[config.mk]
export PLATFORM = sky130hd
export DESIGN_NAME = adsr_envelope_generator_unit_flat
export DESIGN_NICKNAME = d
export VERILOG_FILES = /design/src/design/adsr_pkg.sv /design/src/design/adsr_in_if.sv /design/src/design/adsr_out_if.sv /design/src/design/adsr_envelope_generator_unit.sv /design/src/design/adsr_div.sv /design/src/design/adsr_seq.sv /design/src/design/adsr_dpath.sv /design/src/flat_wrapper.sv
export SDC_FILE = /design/constraint.sdc
export NUM_CORES = 2
export LEC_CHECK = 0
export BUFFER_PORTS_ARGS = -buffer_cell sky130_fd_sc_hd__buf_2
export CELL_PAD_IN_SITES_DETAIL_PLACEMENT = 0
export CELL_PAD_IN_SITES_GLOBAL_PLACEMENT = 1
export CORE_MARGIN = 2
export CORE_UTILIZATION = 49
export CTS_BUF_LIST = sky130_fd_sc_hd__clkbuf_4 sky130_fd_sc_hd__clkbuf_8
export DETAILED_ROUTE_END_ITERATION = 16
export PLACE_DENSITY = 0.84
export RECOVER_POWER = 50
export SYNTH_ARGS = -nofsm -noshare
export SYNTH_HDL_FRONTEND = slang
export SYNTH_SLANG_ARGS = --single-unit
[constraint.sdc]
create_clock -name i_clk -period 8.2 [get_ports i_clk]
set_input_delay 2.05 -clock i_clk [delete_from_list [all_inputs] [get_ports i_clk]]
set_output_delay 2.05 -clock i_clk [all_outputs]
set_load 0.03 [all_outputs]
[src/design/adsr_pkg.sv]
// ----------------------------------------------------------------------------
// ADSR envelope package
// Shared types, codes, register map and the sequencer control program.
// ----------------------------------------------------------------------------
`default_nettype none

package adsr_pkg;

    // Parameter defaults
    localparam int DEFAULT_TIME_BITS           = 20;
    localparam int DEFAULT_LEVEL_FRACTION_BITS = 24;

    // Field widths
    localparam int TIME_W  = 20;
    localparam int FRAC_W  = 16;
    localparam int MODE_W  = 2;
    localparam int VEL_W   = 7;
    localparam int LEVEL_W = 16;
    localparam int PHASE_W = 3;
    localparam int PDATA_W = 32;
    localparam int PADDR_W = 5;
    localparam int VPROD_W = 23;
    localparam int NUM_W   = 22;

    // Arithmetic constants
    localparam logic [FRAC_W-1:0]  Q15_ONE  = 16'd32768;
    localparam logic [VEL_W-1:0]   VEL_MAX  = 7'd127;
    localparam logic [NUM_W-1:0]   PEAK_DEN = 22'd4161536;  // 32768 * 127

    // Register indexes
    localparam logic [2:0] REG_ATTACK  = 3'd0;
    localparam logic [2:0] REG_DECAY   = 3'd1;
    localparam logic [2:0] REG_RELEASE = 3'd2;
    localparam logic [2:0] REG_SUSTAIN = 3'd3;
    localparam logic [2:0] REG_VSENS   = 3'd4;

    // Register reset values
    localparam logic [TIME_W-1:0] RST_ATTACK  = 20'd480;
    localparam logic [TIME_W-1:0] RST_DECAY   = 20'd4800;
    localparam logic [TIME_W-1:0] RST_RELEASE = 20'd9600;
    localparam logic [FRAC_W-1:0] RST_SUSTAIN = 16'd22938;
    localparam logic [FRAC_W-1:0] RST_VSENS   = 16'd0;

    // Input modes
    localparam logic [MODE_W-1:0] MODE_TICK     = 2'd0;
    localparam logic [MODE_W-1:0] MODE_NOTE_ON  = 2'd1;
    localparam logic [MODE_W-1:0] MODE_NOTE_OFF = 2'd2;
    localparam logic [MODE_W-1:0] MODE_UNUSED   = 2'd3;

    // Envelope phases
    localparam logic [PHASE_W-1:0] PH_IDLE    = 3'd0;
    localparam logic [PHASE_W-1:0] PH_ATTACK  = 3'd1;
    localparam logic [PHASE_W-1:0] PH_DECAY   = 3'd2;
    localparam logic [PHASE_W-1:0] PH_SUSTAIN = 3'd3;
    localparam logic [PHASE_W-1:0] PH_RELEASE = 3'd4;

    // Configuration registers
    typedef struct packed {
        logic [TIME_W-1:0] attack_samples;
        logic [TIME_W-1:0] decay_samples;
        logic [TIME_W-1:0] release_samples;
        logic [FRAC_W-1:0] sustain_level;
        logic [FRAC_W-1:0] velocity_sensitivity;
    } t_cfg;

    // Datapath micro-operations
    typedef enum logic [3:0] {
        U_NOP       = 4'd0,
        U_LATCH     = 4'd1,
        U_MUL_TGT   = 4'd2,
        U_TICK      = 4'd3,
        U_MUL_VEL   = 4'd4,
        U_LOAD_PEAK = 4'd5,
        U_WR_PEAK   = 4'd6,
        U_LOAD_A    = 4'd7,
        U_WR_A      = 4'd8,
        U_LOAD_D    = 4'd9,
        U_WR_D      = 4'd10,
        U_LOAD_R    = 4'd11,
        U_WR_R      = 4'd12,
        U_NOTE_OFF  = 4'd13,
        U_EMIT      = 4'd14
    } t_uop;

    // Sequencing conditions
    typedef enum logic [2:0] {
        C_NEXT     = 3'd0,
        C_JUMP     = 3'd1,
        C_DISPATCH = 3'd2,
        C_WAIT_DIV = 3'd3,
        C_WAIT_OUT = 3'd4
    } t_cond;

    localparam int PC_W = 4;

    typedef struct packed {
        t_uop              op;
        t_cond             cond;
        logic [PC_W-1:0]   target;
    } t_uword;

    typedef struct packed {
        t_uop op;
        logic fire;
    } t_ctrl;

    typedef struct packed {
        logic div_busy;
        logic out_full;
    } t_stat;

    // Program addresses
    localparam logic [PC_W-1:0] A_FETCH    = 4'd0;
    localparam logic [PC_W-1:0] A_TICK     = 4'd1;
    localparam logic [PC_W-1:0] A_NOTE_ON  = 4'd3;
    localparam logic [PC_W-1:0] A_WR_PEAK  = 4'd5;
    localparam logic [PC_W-1:0] A_MUL_TGT  = 4'd6;
    localparam logic [PC_W-1:0] A_WR_A     = 4'd8;
    localparam logic [PC_W-1:0] A_LOAD_D   = 4'd9;
    localparam logic [PC_W-1:0] A_WR_D     = 4'd10;
    localparam logic [PC_W-1:0] A_LOAD_R   = 4'd11;
    localparam logic [PC_W-1:0] A_NOTE_OFF = 4'd13;
    localparam logic [PC_W-1:0] A_EMIT     = 4'd14;

    // Control store
    function automatic t_uword rom(input logic [PC_W-1:0] pc);
        t_uword w;
        w = '{op: U_NOP, cond: C_JUMP, target: A_FETCH};
        unique case (pc)
            4'd0:    w = '{op: U_LATCH,     cond: C_DISPATCH, target: A_FETCH};
            4'd1:    w = '{op: U_MUL_TGT,   cond: C_NEXT,     target: A_FETCH};
            4'd2:    w = '{op: U_TICK,      cond: C_JUMP,     target: A_EMIT};
            4'd3:    w = '{op: U_MUL_VEL,   cond: C_NEXT,     target: A_FETCH};
            4'd4:    w = '{op: U_LOAD_PEAK, cond: C_NEXT,     target: A_FETCH};
            4'd5:    w = '{op: U_WR_PEAK,   cond: C_WAIT_DIV, target: A_MUL_TGT};
            4'd6:    w = '{op: U_MUL_TGT,   cond: C_NEXT,     target: A_FETCH};
            4'd7:    w = '{op: U_LOAD_A,    cond: C_NEXT,     target: A_FETCH};
            4'd8:    w = '{op: U_WR_A,      cond: C_WAIT_DIV, target: A_LOAD_D};
            4'd9:    w = '{op: U_LOAD_D,    cond: C_NEXT,     target: A_FETCH};
            4'd10:   w = '{op: U_WR_D,      cond: C_WAIT_DIV, target: A_LOAD_R};
            4'd11:   w = '{op: U_LOAD_R,    cond: C_NEXT,     target: A_FETCH};
            4'd12:   w = '{op: U_WR_R,      cond: C_WAIT_DIV, target: A_EMIT};
            4'd13:   w = '{op: U_NOTE_OFF,  cond: C_JUMP,     target: A_EMIT};
            4'd14:   w = '{op: U_EMIT,      cond: C_WAIT_OUT, target: A_FETCH};
            default: w = '{op: U_NOP,       cond: C_JUMP,     target: A_FETCH};
        endcase
        return w;
    endfunction

    // Entry point for each input mode
    function automatic logic [PC_W-1:0] dispatch(input logic [MODE_W-1:0] mode);
        logic [PC_W-1:0] a;
        a = A_EMIT;
        unique case (mode)
            MODE_TICK:     a = A_TICK;
            MODE_NOTE_ON:  a = A_NOTE_ON;
            MODE_NOTE_OFF: a = A_NOTE_OFF;
            MODE_UNUSED:   a = A_EMIT;
            default:       a = A_EMIT;
        endcase
        return a;
    endfunction

    // Limit a Q1.15 fraction to one
    function automatic logic [FRAC_W-1:0] clamp_q15(input logic [FRAC_W-1:0] v);
        return (v > Q15_ONE) ? Q15_ONE : v;
    endfunction

endpackage

`default_nettype wire

[src/design/adsr_in_if.sv]
// ----------------------------------------------------------------------------
// ADSR input channel
// Valid/ready channel carrying one event: mode and velocity.
// ----------------------------------------------------------------------------
`default_nettype none

interface adsr_in_if;
    logic                         valid;
    logic                         ready;
    logic [adsr_pkg::MODE_W-1:0]  mode;
    logic [adsr_pkg::VEL_W-1:0]   velocity;

    modport source (output valid, output mode, output velocity, input ready);
    modport sink   (input valid, input mode, input velocity, output ready);
endinterface

`default_nettype wire

[src/design/adsr_out_if.sv]
// ----------------------------------------------------------------------------
// ADSR output channel
// Valid/ready channel carrying one envelope result: level and phase.
// ----------------------------------------------------------------------------
`default_nettype none

interface adsr_out_if;
    logic                          valid;
    logic                          ready;
    logic [adsr_pkg::LEVEL_W-1:0]  level;
    logic [adsr_pkg::PHASE_W-1:0]  phase;

    modport source (output valid, output level, output phase, input ready);
    modport sink   (input valid, input level, input phase, output ready);
endinterface

`default_nettype wire

[src/design/adsr_envelope_generator_unit.sv]
// ----------------------------------------------------------------------------
// ADSR envelope generator
// Linear attack/decay/sustain/release envelope with velocity-scaled peak.
// ----------------------------------------------------------------------------
// Each input transaction (sample tick, note on, note off) yields exactly one
// result transaction carrying the Q1.15 level and the phase after the event.
// Items are handled one at a time by a microcoded sequencer. After the
// accepting step, a sample tick runs the target multiply, the tick and the
// emit step, a note off the note-off and emit steps and an unused mode only
// the emit step, in which the result register loads. A note on runs the
// velocity multiply, the peak division, the target multiply and the attack,
// decay and release step divisions before its emit step: its peak and three
// step values each pass through one shared restoring divider, DVW bits wide,
// DVW = max(LEVEL_FRACTION_BITS + 7, max(LEVEL_FRACTION_BITS, TIME_BITS) + 2),
// that produces a single quotient bit per clock. The next transaction is
// accepted while a finished result still waits in the output register; the
// following result then stalls in its last step until that register is taken.
// Configuration is to be written through the APB port only while the block is
// idle; the block does not enforce this. Registers lie at byte offsets 0x00
// attack, 0x04 decay, 0x08 release, 0x0C sustain and 0x10 velocity sensitivity.
// ----------------------------------------------------------------------------
`default_nettype none

module adsr_envelope_generator_unit #(
    parameter int TIME_BITS           = adsr_pkg::DEFAULT_TIME_BITS,
    parameter int LEVEL_FRACTION_BITS = adsr_pkg::DEFAULT_LEVEL_FRACTION_BITS
) (
    input  wire logic                           i_clk,
    input  wire logic                           i_rst_n,
    adsr_in_if.sink                             i_in,
    adsr_out_if.source                          o_out,
    input  wire logic                           psel,
    input  wire logic                           penable,
    input  wire logic                           pwrite,
    input  wire logic [adsr_pkg::PADDR_W-1:0]   paddr,
    input  wire logic [adsr_pkg::PDATA_W-1:0]   pwdata,
    output logic      [adsr_pkg::PDATA_W-1:0]   prdata,
    output logic                                pready
);

    adsr_pkg::t_cfg  r_cfg;
    adsr_pkg::t_ctrl ctrl;
    adsr_pkg::t_stat stat;
    logic            wr_en;
    logic [2:0]      reg_idx;
    logic            in_ready;

    assign pready  = 1'b1;
    assign wr_en   = psel && penable && pwrite && pready;
    assign reg_idx = paddr[adsr_pkg::PADDR_W-1:2];

    // Register writes
    always_ff @(posedge i_clk) begin
        if (!i_rst_n) begin
            r_cfg.attack_samples       <= adsr_pkg::RST_ATTACK;
            r_cfg.decay_samples        <= adsr_pkg::RST_DECAY;
            r_cfg.release_samples      <= adsr_pkg::RST_RELEASE;
            r_cfg.sustain_level        <= adsr_pkg::RST_SUSTAIN;
            r_cfg.velocity_sensitivity <= adsr_pkg::RST_VSENS;
        end else if (wr_en) begin
            unique case (reg_idx)
                adsr_pkg::REG_ATTACK:
                    r_cfg.attack_samples <= pwdata[adsr_pkg::TIME_W-1:0];
                adsr_pkg::REG_DECAY:
                    r_cfg.decay_samples <= pwdata[adsr_pkg::TIME_W-1:0];
                adsr_pkg::REG_RELEASE:
                    r_cfg.release_samples <= pwdata[adsr_pkg::TIME_W-1:0];
                adsr_pkg::REG_SUSTAIN:
                    r_cfg.sustain_level <= pwdata[adsr_pkg::FRAC_W-1:0];
                adsr_pkg::REG_VSENS:
                    r_cfg.velocity_sensitivity <= pwdata[adsr_pkg::FRAC_W-1:0];
                default: begin
                end
            endcase
        end
    end

    // Register reads
    always_comb begin
        unique case (reg_idx)
            adsr_pkg::REG_ATTACK:  prdata = adsr_pkg::PDATA_W'(r_cfg.attack_samples);
            adsr_pkg::REG_DECAY:   prdata = adsr_pkg::PDATA_W'(r_cfg.decay_samples);
            adsr_pkg::REG_RELEASE: prdata = adsr_pkg::PDATA_W'(r_cfg.release_samples);
            adsr_pkg::REG_SUSTAIN: prdata = adsr_pkg::PDATA_W'(r_cfg.sustain_level);
            adsr_pkg::REG_VSENS:   prdata = adsr_pkg::PDATA_W'(r_cfg.velocity_sensitivity);
            default:               prdata = '0;
        endcase
    end

    adsr_seq u_seq (
        .i_clk      (i_clk),
        .i_rst_n    (i_rst_n),
        .i_in_valid (i_in.valid),
        .i_in_mode  (i_in.mode),
        .i_stat     (stat),
        .o_in_ready (in_ready),
        .o_ctrl     (ctrl)
    );

    adsr_dpath #(
        .TIME_BITS           (TIME_BITS),
        .LEVEL_FRACTION_BITS (LEVEL_FRACTION_BITS)
    ) u_dpath (
        .i_clk       (i_clk),
        .i_rst_n     (i_rst_n),
        .i_ctrl      (ctrl),
        .i_cfg       (r_cfg),
        .i_vel       (i_in.velocity),
        .i_out_ready (o_out.ready),
        .o_stat      (stat),
        .o_out_valid (o_out.valid),
        .o_level     (o_out.level),
        .o_phase     (o_out.phase)
    );

    assign i_in.ready = in_ready;

endmodule

`default_nettype wire

[src/design/adsr_div.sv]
// ----------------------------------------------------------------------------
// ADSR serial divider
// Restoring unsigned divider, one quotient bit per clock.
// ----------------------------------------------------------------------------
`default_nettype none

module adsr_div #(
    parameter int DVW = 31,
    parameter int DSW = 20
) (
    input  wire logic           i_clk,
    input  wire logic           i_rst_n,
    input  wire logic           i_start,
    input  wire logic [DVW-1:0] i_dividend,
    input  wire logic [DSW-1:0] i_divisor,
    output logic                o_busy,
    output logic [DVW-1:0]      o_quotient
);

    localparam int CNT_W = $clog2(DVW + 1);

    logic             r_busy;
    logic [CNT_W-1:0] r_cnt;
    logic [DVW-1:0]   r_quo;
    logic [DSW-1:0]   r_rem;
    logic [DSW-1:0]   r_dsr;

    logic [DSW:0]     trial;
    logic [DSW:0]     diff;
    logic             ge;

    // Shift one dividend bit into the partial remainder and try the subtract
    always_comb begin
        trial = {r_rem, r_quo[DVW-1]};
        diff  = trial - {1'b0, r_dsr};
        ge    = (trial >= {1'b0, r_dsr});
    end

    // Control: count the iterations
    always_ff @(posedge i_clk) begin
        if (!i_rst_n) begin
            r_busy <= 1'b0;
            r_cnt  <= '0;
        end else if (i_start) begin
            r_busy <= 1'b1;
            r_cnt  <= CNT_W'(DVW);
        end else if (r_busy) begin
            r_cnt <= r_cnt - CNT_W'(1);
            if (r_cnt == CNT_W'(1)) begin
                r_busy <= 1'b0;
            end
        end
    end

    // Datapath: remainder and quotient shift register
    always_ff @(posedge i_clk) begin
        if (i_start) begin
            r_quo <= i_dividend;
            r_rem <= '0;
            r_dsr <= i_divisor;
        end else if (r_busy) begin
            r_quo <= {r_quo[DVW-2:0], ge};
            r_rem <= ge ? diff[DSW-1:0] : trial[DSW-1:0];
        end
    end

    assign o_busy     = r_busy;
    assign o_quotient = r_quo;

endmodule

`default_nettype wire

[src/design/adsr_seq.sv]
// ----------------------------------------------------------------------------
// ADSR sequencer
// Step counter over the control store, with dispatch and wait conditions.
// ----------------------------------------------------------------------------
`default_nettype none

module adsr_seq (
    input  wire logic                         i_clk,
    input  wire logic                         i_rst_n,
    input  wire logic                         i_in_valid,
    input  wire logic [adsr_pkg::MODE_W-1:0]  i_in_mode,
    input  wire adsr_pkg::t_stat              i_stat,
    output logic                              o_in_ready,
    output adsr_pkg::t_ctrl                   o_ctrl
);

    logic [adsr_pkg::PC_W-1:0] r_pc;
    logic [adsr_pkg::PC_W-1:0] n_pc;
    adsr_pkg::t_uword          uw;
    logic                      fire;

    // Decode the current step and pick the next one
    always_comb begin
        uw   = adsr_pkg::rom(r_pc);
        n_pc = r_pc;
        fire = 1'b0;
        unique case (uw.cond)
            adsr_pkg::C_NEXT: begin
                n_pc = r_pc + adsr_pkg::PC_W'(1);
                fire = 1'b1;
            end
            adsr_pkg::C_JUMP: begin
                n_pc = uw.target;
                fire = 1'b1;
            end
            adsr_pkg::C_DISPATCH: begin
                if (i_in_valid) begin
                    n_pc = adsr_pkg::dispatch(i_in_mode);
                    fire = 1'b1;
                end
            end
            adsr_pkg::C_WAIT_DIV: begin
                if (!i_stat.div_busy) begin
                    n_pc = uw.target;
                    fire = 1'b1;
                end
            end
            adsr_pkg::C_WAIT_OUT: begin
                if (!i_stat.out_full) begin
                    n_pc = uw.target;
                    fire = 1'b1;
                end
            end
            default: begin
                n_pc = adsr_pkg::A_FETCH;
            end
        endcase
    end

    // Advance the step counter
    always_ff @(posedge i_clk) begin
        if (!i_rst_n) begin
            r_pc <= adsr_pkg::A_FETCH;
        end else begin
            r_pc <= n_pc;
        end
    end

    assign o_in_ready  = (uw.cond == adsr_pkg::C_DISPATCH);
    assign o_ctrl.op   = uw.op;
    assign o_ctrl.fire = fire;

endmodule

`default_nettype wire

[src/design/adsr_dpath.sv]
// ----------------------------------------------------------------------------
// ADSR datapath
// Envelope state, step arithmetic, serial divider and the result register.
// ----------------------------------------------------------------------------
`default_nettype none

module adsr_dpath #(
    parameter int TIME_BITS           = adsr_pkg::DEFAULT_TIME_BITS,
    parameter int LEVEL_FRACTION_BITS = adsr_pkg::DEFAULT_LEVEL_FRACTION_BITS
) (
    input  wire logic                          i_clk,
    input  wire logic                          i_rst_n,
    input  wire adsr_pkg::t_ctrl               i_ctrl,
    input  wire adsr_pkg::t_cfg                i_cfg,
    input  wire logic [adsr_pkg::VEL_W-1:0]    i_vel,
    input  wire logic                          i_out_ready,
    output adsr_pkg::t_stat                    o_stat,
    output logic                               o_out_valid,
    output logic [adsr_pkg::LEVEL_W-1:0]       o_level,
    output logic [adsr_pkg::PHASE_W-1:0]       o_phase
);

    localparam int F    = LEVEL_FRACTION_BITS;
    localparam int TB   = TIME_BITS;
    localparam int PW   = F + 1;            // peak, target and step width
    localparam int AW   = F + 2;            // amplitude, room for one attack add
    localparam int SH   = F - 15;           // internal to Q1.15 shift
    localparam int PDW  = F + 7;            // peak dividend width
    localparam int SDW  = ((F > TB) ? F : TB) + 2;
    localparam int DVW  = (PDW > SDW) ? PDW : SDW;
    localparam int DSW  = TB;
    localparam int MW   = PW + adsr_pkg::FRAC_W;
    localparam int LSW  = AW - SH;

    // Envelope state
    logic [adsr_pkg::PHASE_W-1:0] r_phase;
    logic [AW-1:0]                r_amp;
    logic [PW-1:0]                r_peak;
    logic [PW-1:0]                r_astep;
    logic [PW-1:0]                r_dstep;
    logic [PW-1:0]                r_rstep;

    // Working registers
    logic [adsr_pkg::VEL_W-1:0]   r_vel;
    logic [PW-1:0]                r_tgt;
    logic [adsr_pkg::VPROD_W-1:0] r_vprod;
    logic [PW-1:0]                r_dist;
    logic                         r_tzero;

    // Result register
    logic                         r_out_valid;
    logic [adsr_pkg::LEVEL_W-1:0] r_level;
    logic [adsr_pkg::PHASE_W-1:0] r_out_phase;

    logic                         fire;
    adsr_pkg::t_uop               op;
    logic [adsr_pkg::FRAC_W-1:0]  sus_c;
    logic [adsr_pkg::FRAC_W-1:0]  vs_c;
    logic [MW-1:0]                tgt_prod;
    logic [adsr_pkg::NUM_W-1:0]   num;

    logic                         div_start;
    logic [DVW-1:0]               div_dvd;
    logic [DSW-1:0]               div_dsr;
    logic                         div_busy;
    logic [DVW-1:0]               div_quo;

    logic [PW-1:0]                ld_dist;
    logic [TB-1:0]                ld_ticks;
    logic [PW-1:0]                step_res;

    logic [AW-1:0]                atk_sum;
    logic [AW-1:0]                tgt_ext;
    logic [AW-1:0]                dstep_ext;
    logic [AW-1:0]                rstep_ext;
    logic [AW-1:0]                peak_ext;
    logic [AW-1:0]                t_amp;
    logic [adsr_pkg::PHASE_W-1:0] t_phase;

    logic [LSW-1:0]               lvl_sh;
    logic [adsr_pkg::LEVEL_W-1:0] lvl_c;

    assign fire  = i_ctrl.fire;
    assign op    = i_ctrl.op;
    assign sus_c = adsr_pkg::clamp_q15(i_cfg.sustain_level);
    assign vs_c  = adsr_pkg::clamp_q15(i_cfg.velocity_sensitivity);

    // Sustain target product and peak numerator
    assign tgt_prod = MW'(r_peak) * MW'(sus_c);
    assign num      = adsr_pkg::PEAK_DEN - r_vprod[adsr_pkg::NUM_W-1:0];

    // Select distance and length for a step division
    always_comb begin
        ld_dist  = r_peak;
        ld_ticks = TB'(i_cfg.attack_samples);
        unique case (op)
            adsr_pkg::U_LOAD_D: begin
                ld_dist  = r_peak - r_tgt;
                ld_ticks = TB'(i_cfg.decay_samples);
            end
            adsr_pkg::U_LOAD_R: begin
                ld_dist  = r_tgt;
                ld_ticks = TB'(i_cfg.release_samples);
            end
            default: begin
                ld_dist  = r_peak;
                ld_ticks = TB'(i_cfg.attack_samples);
            end
        endcase
    end

    // Divider operands: rounded-up step or the velocity-scaled peak
    always_comb begin
        div_start = fire && (op == adsr_pkg::U_LOAD_PEAK || op == adsr_pkg::U_LOAD_A ||
                             op == adsr_pkg::U_LOAD_D || op == adsr_pkg::U_LOAD_R);
        if (op == adsr_pkg::U_LOAD_PEAK) begin
            div_dvd = DVW'(num) << SH;
            div_dsr = DSW'(adsr_pkg::VEL_MAX);
        end else begin
            div_dvd = DVW'(ld_dist) + DVW'(ld_ticks) - DVW'(1);
            div_dsr = ld_ticks;
        end
    end

    adsr_div #(
        .DVW (DVW),
        .DSW (DSW)
    ) u_div (
        .i_clk      (i_clk),
        .i_rst_n    (i_rst_n),
        .i_start    (div_start),
        .i_dividend (div_dvd),
        .i_divisor  (div_dsr),
        .o_busy     (div_busy),
        .o_quotient (div_quo)
    );

    // A zero length takes the whole distance in one tick
    assign step_res = r_tzero ? r_dist : div_quo[PW-1:0];

    // Advance the envelope by one sample tick
    always_comb begin
        tgt_ext   = AW'(r_tgt);
        dstep_ext = AW'(r_dstep);
        rstep_ext = AW'(r_rstep);
        peak_ext  = AW'(r_peak);
        atk_sum   = r_amp + AW'(r_astep);
        t_amp     = r_amp;
        t_phase   = r_phase;
        unique case (r_phase)
            adsr_pkg::PH_ATTACK: begin
                if (atk_sum >= peak_ext) begin
                    t_amp   = peak_ext;
                    t_phase = adsr_pkg::PH_DECAY;
                end else begin
                    t_amp = atk_sum;
                end
            end
            adsr_pkg::PH_DECAY: begin
                if (r_amp <= tgt_ext || (r_amp - tgt_ext) <= dstep_ext) begin
                    t_amp   = tgt_ext;
                    t_phase = adsr_pkg::PH_SUSTAIN;
                end else begin
                    t_amp = r_amp - dstep_ext;
                end
            end
            adsr_pkg::PH_SUSTAIN: begin
                t_amp = tgt_ext;
            end
            adsr_pkg::PH_RELEASE: begin
                if (r_amp <= rstep_ext) begin
                    t_amp   = '0;
                    t_phase = adsr_pkg::PH_IDLE;
                end else begin
                    t_amp = r_amp - rstep_ext;
                end
            end
            default: begin
                t_amp   = '0;
                t_phase = adsr_pkg::PH_IDLE;
            end
        endcase
    end

    // Envelope state updates
    always_ff @(posedge i_clk) begin
        if (!i_rst_n) begin
            r_phase <= adsr_pkg::PH_IDLE;
            r_amp   <= '0;
            r_peak  <= PW'(1) << F;
            r_astep <= '0;
            r_dstep <= '0;
            r_rstep <= '0;
        end else if (fire) begin
            unique case (op)
                adsr_pkg::U_TICK: begin
                    r_amp   <= t_amp;
                    r_phase <= t_phase;
                end
                adsr_pkg::U_WR_PEAK: begin
                    r_peak  <= div_quo[PW-1:0];
                    r_amp   <= '0;
                    r_phase <= adsr_pkg::PH_ATTACK;
                end
                adsr_pkg::U_WR_A: begin
                    r_astep <= step_res;
                end
                adsr_pkg::U_WR_D: begin
                    r_dstep <= step_res;
                end
                adsr_pkg::U_WR_R: begin
                    r_rstep <= (r_tgt == '0) ? r_peak : step_res;
                end
                adsr_pkg::U_NOTE_OFF: begin
                    if (r_phase != adsr_pkg::PH_IDLE) begin
                        r_phase <= adsr_pkg::PH_RELEASE;
                    end
                end
                default: begin
                end
            endcase
        end
    end

    // Working registers: latch velocity, products and division operands
    always_ff @(posedge i_clk) begin
        if (fire) begin
            unique case (op)
                adsr_pkg::U_LATCH: begin
                    r_vel <= i_vel;
                end
                adsr_pkg::U_MUL_TGT: begin
                    r_tgt <= tgt_prod[PW+14:15];
                end
                adsr_pkg::U_MUL_VEL: begin
                    r_vprod <= adsr_pkg::VPROD_W'(vs_c) *
                               adsr_pkg::VPROD_W'(adsr_pkg::VEL_MAX - r_vel);
                end
                adsr_pkg::U_LOAD_A, adsr_pkg::U_LOAD_D, adsr_pkg::U_LOAD_R: begin
                    r_dist  <= ld_dist;
                    r_tzero <= (ld_ticks == '0);
                end
                default: begin
                end
            endcase
        end
    end

    // Convert to Q1.15 and clamp to one
    assign lvl_sh = r_amp[AW-1:SH];
    assign lvl_c  = (lvl_sh > LSW'(adsr_pkg::Q15_ONE)) ? adsr_pkg::Q15_ONE
                                                       : lvl_sh[adsr_pkg::LEVEL_W-1:0];

    // Result register: load on emit, drop once taken
    always_ff @(posedge i_clk) begin
        if (!i_rst_n) begin
            r_out_valid <= 1'b0;
        end else if (fire && op == adsr_pkg::U_EMIT) begin
            r_out_valid <= 1'b1;
        end else if (i_out_ready) begin
            r_out_valid <= 1'b0;
        end
    end

    always_ff @(posedge i_clk) begin
        if (fire && op == adsr_pkg::U_EMIT) begin
            r_level     <= lvl_c;
            r_out_phase <= r_phase;
        end
    end

    assign o_stat.div_busy = div_busy;
    assign o_stat.out_full = r_out_valid && !i_out_ready;
    assign o_out_valid     = r_out_valid;
    assign o_level         = r_level;
    assign o_phase         = r_out_phase;

endmodule

`default_nettype wire
[src/flat_wrapper.sv]
// flat-port wrapper written by rule: the top's interface ports become plain ports
module adsr_envelope_generator_unit_flat 
#(
    parameter int TIME_BITS           = adsr_pkg::DEFAULT_TIME_BITS,
    parameter int LEVEL_FRACTION_BITS = adsr_pkg::DEFAULT_LEVEL_FRACTION_BITS
)
  (i_clk, i_rst_n, psel, penable, pwrite, paddr, pwdata, prdata, pready, i_in_valid, i_in_mode, i_in_velocity, i_in_ready, o_out_valid, o_out_level, o_out_phase, o_out_ready);
  adsr_in_if i_in_i ();
  adsr_out_if o_out_i ();
  input  wire logic i_clk;
  input  wire logic i_rst_n;
  input  wire logic psel;
  input  wire logic penable;
  input  wire logic pwrite;
  input  wire logic [adsr_pkg::PADDR_W-1:0] paddr;
  input  wire logic [adsr_pkg::PDATA_W-1:0] pwdata;
  output logic      [adsr_pkg::PDATA_W-1:0] prdata;
  output logic pready;
  input wire logic [$bits(i_in_i.valid)-1:0] i_in_valid;
  input wire logic [$bits(i_in_i.mode)-1:0] i_in_mode;
  input wire logic [$bits(i_in_i.velocity)-1:0] i_in_velocity;
  output wire logic [$bits(i_in_i.ready)-1:0] i_in_ready;
  output wire logic [$bits(o_out_i.valid)-1:0] o_out_valid;
  output wire logic [$bits(o_out_i.level)-1:0] o_out_level;
  output wire logic [$bits(o_out_i.phase)-1:0] o_out_phase;
  input wire logic [$bits(o_out_i.ready)-1:0] o_out_ready;
  assign i_in_i.valid = i_in_valid;
  assign i_in_i.mode = i_in_mode;
  assign i_in_i.velocity = i_in_velocity;
  assign i_in_ready = i_in_i.ready;
  assign o_out_valid = o_out_i.valid;
  assign o_out_level = o_out_i.level;
  assign o_out_phase = o_out_i.phase;
  assign o_out_i.ready = o_out_ready;
  adsr_envelope_generator_unit #(.TIME_BITS(TIME_BITS), .LEVEL_FRACTION_BITS(LEVEL_FRACTION_BITS)) u_core (.i_clk(i_clk), .i_rst_n(i_rst_n), .i_in(i_in_i), .o_out(o_out_i), .psel(psel), .penable(penable), .pwrite(pwrite), .paddr(paddr), .pwdata(pwdata), .prdata(prdata), .pready(pready));
endmodule
## Word level (Yosys, flattened, before mapping)

Memory sizes are Yosys's and may differ from the RTL's. A register that Yosys moved wholly into a read port is not among the register bits.
Cells that the tools add are included.

- ROM bits: 176
- Bits in writable memories: 0
- Memories kept: 1
- Latch bits: 0
- Output and inout bits: 54
- Register bits after elaboration: 402
- Bits of input ports: 53
- Logic and storage cells: 164

Memory list:

| name | depth | width | read ports | clocked after Yosys merged registers in | write ports | RTL line | text |
|---|---|---|---|---|---|---|---|
| (no name shown) | 16 | 11 | 1 | 1 | 0 | adsr_pkg.sv:129 | `unique case (pc)` |

- Shift operators: 0
- Divide/modulo/power cells: 0
- Multipliers: 2
- Equality and inequality tests: 38
- Add/sub/neg operators: 12
- Reductions and logical operators: 38
- Bitwise logic cells: 0
- Muxes and demuxes: 40
- Order comparisons: 8

Operators by type and width:

| operator | count |
|---|---|
| 26-bit one-hot mux with 4 select lines | 1 |
| 20-bit one-hot mux with 5 select lines | 1 |
| 31-bit two-way mux | 3 |
| 26-bit by 25-bit less-or-equal comparator with 1-bit output | 3 |
| 26-bit two-way mux | 3 |
| 26-bit by 25-bit subtractor with 26-bit output | 3 |
| 26-bit one-hot mux with 2 select lines | 1 |
| 25-bit two-way mux | 2 |
| 25-bit one-hot mux with 2 select lines | 1 |
| 25-bit by 16-bit multiplier with 40-bit output | 1 |
| 20-bit one-hot mux with 2 select lines | 1 |
| 16-bit > comparator, second input constant | 2 |
| 16-bit two-way mux | 2 |
| 4-bit equality test, second input constant | 7 |
| 2-bit AND reduction | 14 |
| 26-bit by 1-bit subtractor with 27-bit output, second input constant | 1 |
| 25-bit by 20-bit adder with 26-bit output | 1 |
| 26-bit by 25-bit adder with 26-bit output | 1 |
| 26-bit by 25-bit greater-or-equal comparator with 1-bit output | 1 |
| 25-bit zero test | 1 |
| 25-bit subtractor | 1 |
| 17-bit by 8-bit multiplier with 22-bit output | 1 |
| 22-bit subtractor, first input constant | 1 |
| 21-bit by 20-bit greater-or-equal comparator with 1-bit output | 1 |
| other kinds (38) | 84 |

## Longest topological paths before layout

- Word-level depth: 6
- Gate-level depth with buffers: 29
- Gate-level depth less buffers: 28

## By module

A second synthesis with hierarchy kept.

- Cell total of the unflattened synthesis: 5279
- Area total of the unflattened synthesis: 45322.2 um2

Modules (own cells, without submodules):

| module | instances | area an instance (um2) | cells each | seq. area each (um2) |
|---|---|---|---|---|
| adsr_dpath | 1 | 35652.9 | 4309 | 5575.3 |
| adsr_envelope_generator_unit | 1 | 4321.6 | 458 | 1841.8 |
| adsr_div | 1 | 4286.6 | 391 | 2052.0 |
| adsr_seq | 1 | 1061.0 | 121 | 300.3 |

## Worst setup path after synthesis

No wires, ideal clock.

- Path type: reg-to-reg
- From: reg u_core.r_cfg[31] (netlist bit)
- To: reg u_core.u_dpath.r_tgt[24] (data pin)
- Arrival: 6541 ps
- Path slack: 1399 ps
- Path buffers: 2
- Stages on the path, launching flop included: 28
- Required time: 7940 ps
- Cell sequence: dfxtp_1 clkbuf_1 inv_1 a41oi_1 nor2b_1 clkbuf_1 and2_1 fa_1 inv_1 fa_1 fa_1 inv_1 fa_1 fa_1 inv_1 fa_1 inv_1 ha_1 a21oi_1 o21ai_0 a22oi_1 a21oi_1 o21ai_0 o21ai_1 a211oi_1 o31ai_1 a21oi_1 xnor2_1

- Word-level cells in the longest chain between the ends: 3

RTL lines:

| item | RTL line | text |
|---|---|---|
| from (decl) | adsr_envelope_generator_unit.sv:41 | `adsr_pkg::t_cfg r_cfg;` |
| 16-bit > comparator | adsr_pkg.sv:166 | `return (v > Q15_ONE) ? Q15_ONE : v;` |
| 16-bit two-way mux * | adsr_pkg.sv:166 |  |
| 25-bit by 16-bit multiplier with 40-bit output * | adsr_dpath.sv:89 | `assign tgt_prod = MW'(r_peak) * MW'(sus_c);` |
| via u_core.u_dpath.tgt_prod[39] | adsr_dpath.sv:59 | `logic [MW-1:0] tgt_prod;` |
| to (signal assigned) | adsr_dpath.sv:233 | `r_tgt <= tgt_prod[PW+14:15];` |
| to (decl) | adsr_dpath.sv:45 | `logic [PW-1:0] r_tgt;` |

Mark *: on every way through the listed nets, which the timed path passes. The rest lies on a longest branch.
A chain may end at the register's enable or synchronous reset.

## Final worst setup path

- From: reg, netlist name u_core.u_seq.uw[10]
- To: reg u_core.u_dpath.u_div.r_quo[25], in the netlist u_core.u_dpath.u_div.o_quotient[25] (data pin)

- Word-level cells in the longest chain between the ends: 6

RTL lines:

| item | RTL line | text |
|---|---|---|
| 4-bit equality test | adsr_dpath.sv:96 | `unique case (op)` |
| 25-bit one-hot mux with 2 select lines * | adsr_dpath.sv:96 |  |
| via u_core.u_dpath.ld_dist[1] | adsr_dpath.sv:68 | `logic [PW-1:0] ld_dist;` |
| 25-bit by 20-bit adder with 26-bit output * | adsr_dpath.sv:120 | `div_dvd = DVW'(ld_dist) + DVW'(ld_ticks) - DVW'(1);` |
| 26-bit by 1-bit subtractor with 27-bit output * | adsr_dpath.sv:120 |  |
| 31-bit two-way mux * | adsr_dpath.sv:116 | `if (op == adsr_pkg::U_LOAD_PEAK) begin` |
| 31-bit two-way mux * | adsr_div.sv:57 | `if (i_start) begin` |
| to (signal assigned) | adsr_div.sv:58 | `r_quo <= i_dividend;` |
| to (signal assigned) | adsr_div.sv:62 | `r_quo <= {r_quo[DVW-2:0], ge};` |
| to (decl) | adsr_div.sv:24 | `logic [DVW-1:0] r_quo;` |

Marks and branches as above.

==> impl_metrics.toml <==
[run_status]
run_status = "finished with violations"
violations = "capacitance limit, slew limit"

[floorplan]
ioPinCount = 107
die_w_um = 303
start_util = 0.496
die_area_sq_um = 91900
core-area_sq_um = 88500
fp.dieH_um = 303
rows = 109

[global_routing]
first_global_vias = 36791
grt_pass1_wl_um = 212000
antenna_found_initial = 2
grt_max_degree = 85
grt_overflow = 0
track_usage = 0.300

[placement]
hpwlAfterDp_um = 104000
routabilityCongestion = 0.997
place_inst = 6342
port_buffers = 79

[finish]
drive_above_1_share = 0.0681
areaGrowthSynthToFinish_pct = 7.69
final_nets = 6113
fin_cells = 6496

[yosys]
synth_edf_count = 150
synth_cells = 5242
ys_ff_latch = 413
avgSynthCellArea_sq_um = 8.37
ys_seq_area_frac = 0.223
synth_ff_type = "dfxtp_1"
synthArstFlopShare = 0
synth_cell_types = 89
yosys_warnings = 0
syn_area_sq_um = 43900

[clock_tree]
cts_hold_buf = 0
post_cts_buffers = 0
cts_tree = "yes"
cts_buffer_depth = 3
cts_sinks = 413
htree_num_levels = 3
cts_resized = 0
worstSkewPairLatency_ps = 730
numCtsBuffers = 81
cts.reportedPaths.clkPinSlew_ps = 60
cts-root-buf = "clkbuf_8"

[routing]
drt_wl_total_um = 136000
vias_per_cell = 5.73
ant_nets = 0
drt-wirelength-per-cell_um = 20.9
drt-pass1-iter-count = 6
detail_route.iter0.violations = 3237
vias = 37236
drc = 0

[power_and_ir_drop]
p_leak_nw = 21.2
ir_worst_vdd_mv = 0.153
power_density_nw_per_um2 = 185

[sta]
fmax_mhz = 131
setup_violations = 0
finClkSkew_ps = 49.2
rsz0062_at_grt = "false"
min_period_ps = 7630
finalCritPeriodShare = 0.930
drv_slew = 446
tightest_slew_ps = 3790
slew_headroom = -1.53
hold_viol = 0
fin_setup_tns_ps = 0

[hold_path]
hp-class = "flop to flop"

[run]
drv_cap = 11

[setup_path]
cp_max_fo = 30
crit_type = "flop to flop"
cp.arrival_ps = 8020
worstPathRequired_ps = 8600
cp-end-kind = "flop"
cp-start-kind = "flop"
==> cell usage in the layout (no fill, tap or decap), types with 29 or more instances in the layout <==
master,instances
nand2_1,662
a211oi_1,87
buf_4,85
and2_1,185
clkbuf_1,41
xnor2_1,138
clkbuf_8,93
dfxtp_1,262
a21o_1,85
fa_1,394
nand4_1,31
mux2i_1,74
nor2b_1,59
nor3_1,51
o21ai_0,199
nand3_1,78
a21oi_1,374
edfxtp_1,150
xor2_1,66
o21a_1,36
buf_2,57
ha_1,406
clkbuf_4,29
nand2b_1,62
and3_1,29
nor2_1,421
a31oi_1,37
inv_1,685
==> routing by layer <==
metal / share of wire / wire length [um] / vias up / track usage
met1: 0.43 / 58500 / 18039 / 0.402
met4: 0.045 / 6090 / 2 / 0.127
met3: 0.074 / 10000 / 257 / 0.0451
met5: 0.000096 / 13 / - / 0
li1: - / - / 17543 / -
met2: 0.45 / 61200 / 1395 / 0.484
==> flip-flops by register name, indices dropped and copies added (netlist names), 7 cells and up <==
signal                           count
u_core.r_cfg                        92
u_core.u_dpath.o_level              16
u_core.u_dpath.r_amp                26
u_core.u_dpath.r_astep              25
u_core.u_dpath.r_dist               25
u_core.u_dpath.r_dstep              25
u_core.u_dpath.r_peak               25
u_core.u_dpath.r_rstep              25
u_core.u_dpath.r_tgt                25
u_core.u_dpath.r_vel                 7
u_core.u_dpath.r_vprod              22
u_core.u_dpath.u_div.o_quotient     31
u_core.u_dpath.u_div.r_dsr          20
u_core.u_dpath.u_div.r_rem          20
u_core.u_seq.uw                     11
==> cells in the mapped netlist, drive strengths merged (20+ instances only) <==
| cell type | number | area (sq um) |
|---|---|---|
| a211oi | 88 | 666 |
| a21o | 85 | 638 |
| a21oi | 375 | 1880 |
| a221o | 25 | 250 |
| a22oi | 25 | 188 |
| a31oi | 37 | 231 |
| and2 | 202 | 1260 |
| and3 | 29 | 181 |
| buf | 35 | 203 |
| clkbuf | 225 | 845 |
| dfxtp | 263 | 5270 |
| edfxtp | 150 | 4500 |
| fa | 394 | 7890 |
| ha | 406 | 5080 |
| inv | 687 | 2580 |
| mux2i | 74 | 741 |
| nand2 | 662 | 2480 |
| nand2b | 63 | 394 |
| nand3 | 79 | 400 |
| nand4 | 31 | 194 |
| nor2 | 429 | 1630 |
| nor2b | 67 | 419 |
| nor3 | 52 | 260 |
| nor4 | 20 | 125 |
| o21a | 36 | 270 |
| o21ai | 207 | 1040 |
| o21bai | 22 | 165 |
| or2 | 25 | 156 |
| or3 | 20 | 125 |
| xnor2 | 138 | 1210 |
| xor2 | 66 | 578 |
==> kinds of logic (layout without fill, tap and decap cells) <==
group,after synthesis,in the layout,share of synthesized area
adders and majority gates,800,800,0.296
xor gates and xnor gates,204,204,0.0407
other,2,17,0.000171
muxes,81,81,0.0187
DFF,413,413,0.223
and+or+nand+nor,1722,1722,0.182
buffers and inverters,947,1021,0.0827
AOI/OAI and AO/OA,1073,1073,0.157
==> stage by stage <==
| stage | hold slack (ps) | area (sq um) | util | setup slack (ps) | total power, W |
|---|---|---|---|---|---|
| 2_1_floorplan | 403 | 43900 | - | 1400 | 0.00542 |
| 3_3_place_gp | 456 | 45600 | 0.515 | 826 | 0.00641 |
| 3_5_place_dp | 459 | 45600 | 0.515 | 847 | 0.00644 |
| 4_1_cts | 469 | 47400 | 0.535 | 770 | 0.00874 |
| 5_1_grt | 481 | 47200 | 0.534 | 285 | 0.00928 |
| 6_report | 472 | 47200 | 0.534 | 574 | 0.00874 |
==> power by group <==
part / leakage, nW / internal [W] / switching, W
sequential: 3.48 / 0.00254 / 0.000314
combinational: 16.7 / 0.00136 / 0.00224
clock: 0.937 / 0.00127 / 0.00101
==> final cells by class <==
cell class	instances	area, sq um
antenna	4	10.0
clock buffer	122	1500
clock inverter	28	253
fill	8412	41300
inverter	687	2580
multi-input combinational	3893	30600
sequential	413	9770
tap	1165	1460
timing repair buffer	184	1080
==> worst paths after layout <==
| check | startpoint | endpoint | slack [ps] | cells past startpoint |
|---|---|---|---|---|
| setup / recovery | u_core.u_seq.uw[10] | u_core.u_dpath.u_div.o_quotient[25] | 570 | 19 |
| setup reg to reg | u_core.u_seq.uw[10] | u_core.u_dpath.u_div.o_quotient[25] | 570 | 19 |
| hold / removal | u_core.u_dpath.u_div.r_rem[19] | u_core.u_dpath.u_div.r_rem[19] | 470 | 1 |
| hold reg to reg | u_core.u_dpath.u_div.r_rem[19] | u_core.u_dpath.u_div.r_rem[19] | 470 | 1 |
==> critical path, stage by stage (launching register included) <==
cell,delay [ps]
dfxtp_1,550
nor2b_1,250
and2_0,1220
clkbuf_1,1330
o221a_2,440
inv_1,60
ha_1,260
inv_1,40
ha_1,230
fa_1,430
a211oi_1,270
nor2_1,130
o21ai_0,360
a21oi_1,170
a221o_1,390
a31oi_1,320
a21oi_1,180
a211oi_1,310
xnor2_1,200
o21ai_0,130
Power figures use the tool's default switching activity.
